`config.mk`:
```
export PLATFORM = sky130hd
export DESIGN_NAME = glm_result_fifo
export DESIGN_NICKNAME = d
export VERILOG_FILES = /design/src/rtl/core/glm_result_fifo.sv
export SDC_FILE = /design/constraint.sdc
export NUM_CORES = 1
export LEC_CHECK = 0
export ABC_CLOCK_PERIOD_IN_PS = 4800
export BUFFER_PORTS_ARGS = -buffer_cell sky130_fd_sc_hd__clkbuf_2
export CORE_UTILIZATION = 61
export DETAILED_ROUTE_END_ITERATION = 16
export HOLD_SLACK_MARGIN = 0.1
export PLACE_DENSITY = 0.83
export SKIP_LAST_GASP = 1
export SLEW_MARGIN = 10
export SYNTH_ARGS = -nofsm -noshare
export SYNTH_HDL_FRONTEND = slang
export SYNTH_SLANG_ARGS = --single-unit
```
`constraint.sdc`:
```
create_clock -name i_clk -period 4.8 [get_ports i_clk]
set_input_delay 0.96 -clock i_clk [delete_from_list [all_inputs] [get_ports i_clk]]
set_output_delay 0.96 -clock i_clk [all_outputs]
set_load 0.1 [all_outputs]
```
`src/rtl/core/glm_result_fifo.sv`:
```
// small result queue that decouples the peak test from output back pressure
module glm_result_fifo #(
    parameter int DW    = 58,
    parameter int DEPTH = 4,
    parameter int PW    = 2,
    parameter int CNTW  = 3
) (
    input  logic            i_clk,
    input  logic            i_rst_n,
    input  logic            i_push,
    input  logic [DW-1:0]   i_data,
    input  logic            i_pop,
    output logic            o_valid,
    output logic [DW-1:0]   o_data,
    output logic [CNTW-1:0] o_count
);

    logic [DW-1:0]   r_slot [DEPTH];
    logic [PW-1:0]   r_wr_ptr;
    logic [PW-1:0]   r_rd_ptr;
    logic [CNTW-1:0] r_count;
    logic            do_pop;

    assign do_pop = i_pop && (r_count != '0);

    // storage
    always_ff @(posedge i_clk) begin
        if (i_push) begin
            r_slot[r_wr_ptr] <= i_data;
        end
    end

    // pointers and fill count
    always_ff @(posedge i_clk) begin
        if (!i_rst_n) begin
            r_wr_ptr <= '0;
            r_rd_ptr <= '0;
            r_count  <= '0;
        end else begin
            if (i_push) begin
                r_wr_ptr <= (r_wr_ptr == PW'(DEPTH - 1)) ? '0 : r_wr_ptr + PW'(1);
            end
            if (do_pop) begin
                r_rd_ptr <= (r_rd_ptr == PW'(DEPTH - 1)) ? '0 : r_rd_ptr + PW'(1);
            end
            r_count <= r_count + CNTW'(i_push) - CNTW'(do_pop);
        end
    end

    assign o_valid = (r_count != '0);
    assign o_data  = r_slot[r_rd_ptr];
    assign o_count = r_count;

endmodule

```
==> results.md <==
- Detailed placement HPWL: 9590 µm
- Slowest Stage Delay on Critical Path: 980 ps
- Layout cells sized above 1: 44.9%
- Num CTS Buffers: 23
- Setup slack at placement: 1730 ps
- Post-CTS Resized: 0
- Maximum achievable frequency: 279 MHz
- Number of flops mapped to enable cells by yosys: 232
- P_leak: 3.55 nW
- Placed Cells incl. Taps: 645
- Final non-filler cell total: 686
- Initial core utilization: 63.0%
- Hold WS: 508 ps
- Post-CTS setup buffers: 0
- Reg2reg path depth: 3
- Final setup viols: 0
- Vert. Die Dim: 122 µm
- Tightest Hold Check Type: flip-flop to flip-flop
- RD Place Congestion: 0.683
- CTS tree: yes
- Status: complete, no violations
- Critical path depth: 3
- Syn. warnings: 0
- Critical path cell sequence: buf_4, mux4_2, clkbuf_2
- Pins over their slew limit: 0
- Vias in the first global route: 4132
- Finished Cell Area: 0.0103 mm²
- Rel. slew slack: 34.1%
- CP bufs+invs: 2
- FF+latch count, synth: 241
- Clock transition at path regs: 60 ps
- Ant diodes: 0
- Tcrit/Tclk final: 74.6%
- DRT Pass-1 Iters: 4
- Drt drc: 0
- Synth cell count leaders: edfxtp_1 (232), mux4_2 (58), dfxtp_1 (9)
- Worst EP required: 3840 ps
- Critical R2R Launch: r_wr_ptr[0]
- I/O Buffers: 123
- Cts-stage hold buffer count: 0
- Number of max-cap violations: 0
- Avg Cell Area, Syn: 25.5 µm²
- Sequential-to-total area share from yosys stat: 80.7%
- Fill cell count: 775
- Routed WL per cell: 22.9 µm
- Placed cell area: 0.00966 mm²
- Initial antenna violation count: 1
- Htree depth: 1
- Final Net Count: 560
- Share of the synthesized area in the top cell type: 78.7%
- Fin. Hold Viols: 0
- Core region area: 0.0140 mm²
- Area growth from synthesis to layout: 16.7%
- Hold Path Depth: 2
- Worst vdd ir: 0.452 mV
- Die area: 0.0150 mm²
- Post-synth ARST share: 0%
- Pin count of the biggest net entering global routing: 39
- Critical Path AT: 2620 ps
- Slowest cell on the critical path: dfxtp_2
- Clk sink count: 241
- IO Pins: 124
- Overflow after GRT: 0
- RSZ-0062 raised after global routing: no
- Critical path capture point type: output pin
- Cell row count: 43
- First-pass GRT wire length: 22900 µm
- Critical path endpoint: o_data[49]
- DRT iter0 DRCs: 279
- Total negative slack: 0 ps
- Synth area leader: edfxtp_1
- Via count: 4004
- DRT antenna net count: 0
- Post-route setup slack: 1220 ps
- Crit Path Category: flip-flop to output pin
- Clk buf depth: 3
- GRT Util Overall: 21.6%
- Most common cell in the netlist: edfxtp_1
- Pwr dens: 601 mW/mm²
- Layout Skew: 11.1 ps
- Max FO, Critical Path: 38
- Mapped Nets: 417
- Final min period: 3580 ps
- Measured slew at the worst slew-check pin: 988 ps
- Routed WL: 15700 µm
- Mapped Cells: 347
- Post-Syn Area: 0.00885 mm²
- Clock latency on the worst-skew pair: 500 ps
- Root Driver: clkbuf_16
- Synth top area cells: edfxtp_1 (79%), mux4_2 (15%), dfxtp_1 (2.0%)
- Main synth FF type: edfxtp_1
- RR Endpoint: r_slot[1][38]
- Startpoint Class: flip-flop
- Vias per inst: 5.84
- Netlist cell types: 21
- CP top delay family: flip-flops
- R2R Setup Slk: 2610 ps
- Die Width: 122 µm
-- stage by stage --
stage,total power [W],util (%)
after floorplan,0.00438,-
after global placement,0.00461,68.8
after detailed placement,0.00465,68.8
after CTS,0.00626,73.6
after global routing,0.00640,73.6
final,0.00621,73.6
-- worst register-to-register path, cell delays in order, from the launching register on --
cell	delay [ps]
dfxtp_1	410
ha_1	170
and2_2	770
buf_4	480
-- worst min path at each step --
stage,startpoint,endpoint,slack (ps)
floorplan,r_rd_ptr[1],flip-flop,460
global placement,r_rd_ptr[0],flip-flop,480
detailed placement,r_rd_ptr[1],flip-flop,490
CTS,r_rd_ptr[1],flip-flop,510
global route,r_rd_ptr[0],flip-flop,550
finish,r_rd_ptr[1],flip-flop,510
-- area by class of cell --
class | instances | area (µm²) | share of cell area (%)
tap | 180 | 225 | 2.18
multi-input combinational | 87 | 1570 | 15.2
clock inverter | 8 | 42.5 | 0.412
sequential | 241 | 7150 | 69.2
clock buffer | 33 | 633 | 6.13
inverter | 6 | 22.5 | 0.218
timing repair buffer | 131 | 688 | 6.66
-- where the power goes --
part | switching, W | internal [W]
Combinational | 0.00162 | 0.000454
Sequential | 0.000107 | 0.00241
Clock | 0.000698 | 0.000916
Total | 0.00242 | 0.00378
-- cells in the final DEF, fill, tap and decap left out --
cell type     n
dfxtp_4       1
clkbuf_8      2
nand2b_1      1
fa_1          1
clkinvlp_4    1
mux4_2       58
xnor3_1       1
a21oi_1       1
and2_1        1
inv_1         6
clkbuf_16    23
and2_2        4
dfxtp_2       1
dfxtp_1       7
clkinv_1      3
clkinv_2      3
clkbuf_2    123
or3b_2        2
buf_12        1
ha_1          7
clkbuf_1      8
inv_6         1
nor2_1        3
mux2i_1       3
or3_1         1
nand2_1       3
edfxtp_1    232
buf_4         7
o31a_1        1
-- flip-flops by register name (all words and copies together) (netlist names), named ones only --
register,flops
r_rd_ptr,2
o_count,3
r_slot,232
r_wr_ptr,2
-- kinds of logic (layout without fill, tap and decap cells) --
group	count (synthesis)	in the layout	share of synthesized area [%]
DFF	241	241	80.7
muxes	61	61	15.1
buffers and inverters	19	178	1.61
and+or+nand+nor	15	15	0.947
adders and majority gates	8	8	1.22
AOI/OAI and AO/OA	2	2	0.155
xor gates and xnor gates	1	1	0.254
-- per-layer routing --
metal,vias to the layer above,track usage (%),share of wire (%)
met4,0,6.17,2.0
met5,-,0,0
met2,160,36.9,52
met1,2056,28.0,39
li1,1759,-,-
met3,29,4.93,7.0
No activity file was read; power rests on OpenSTA's default activity.
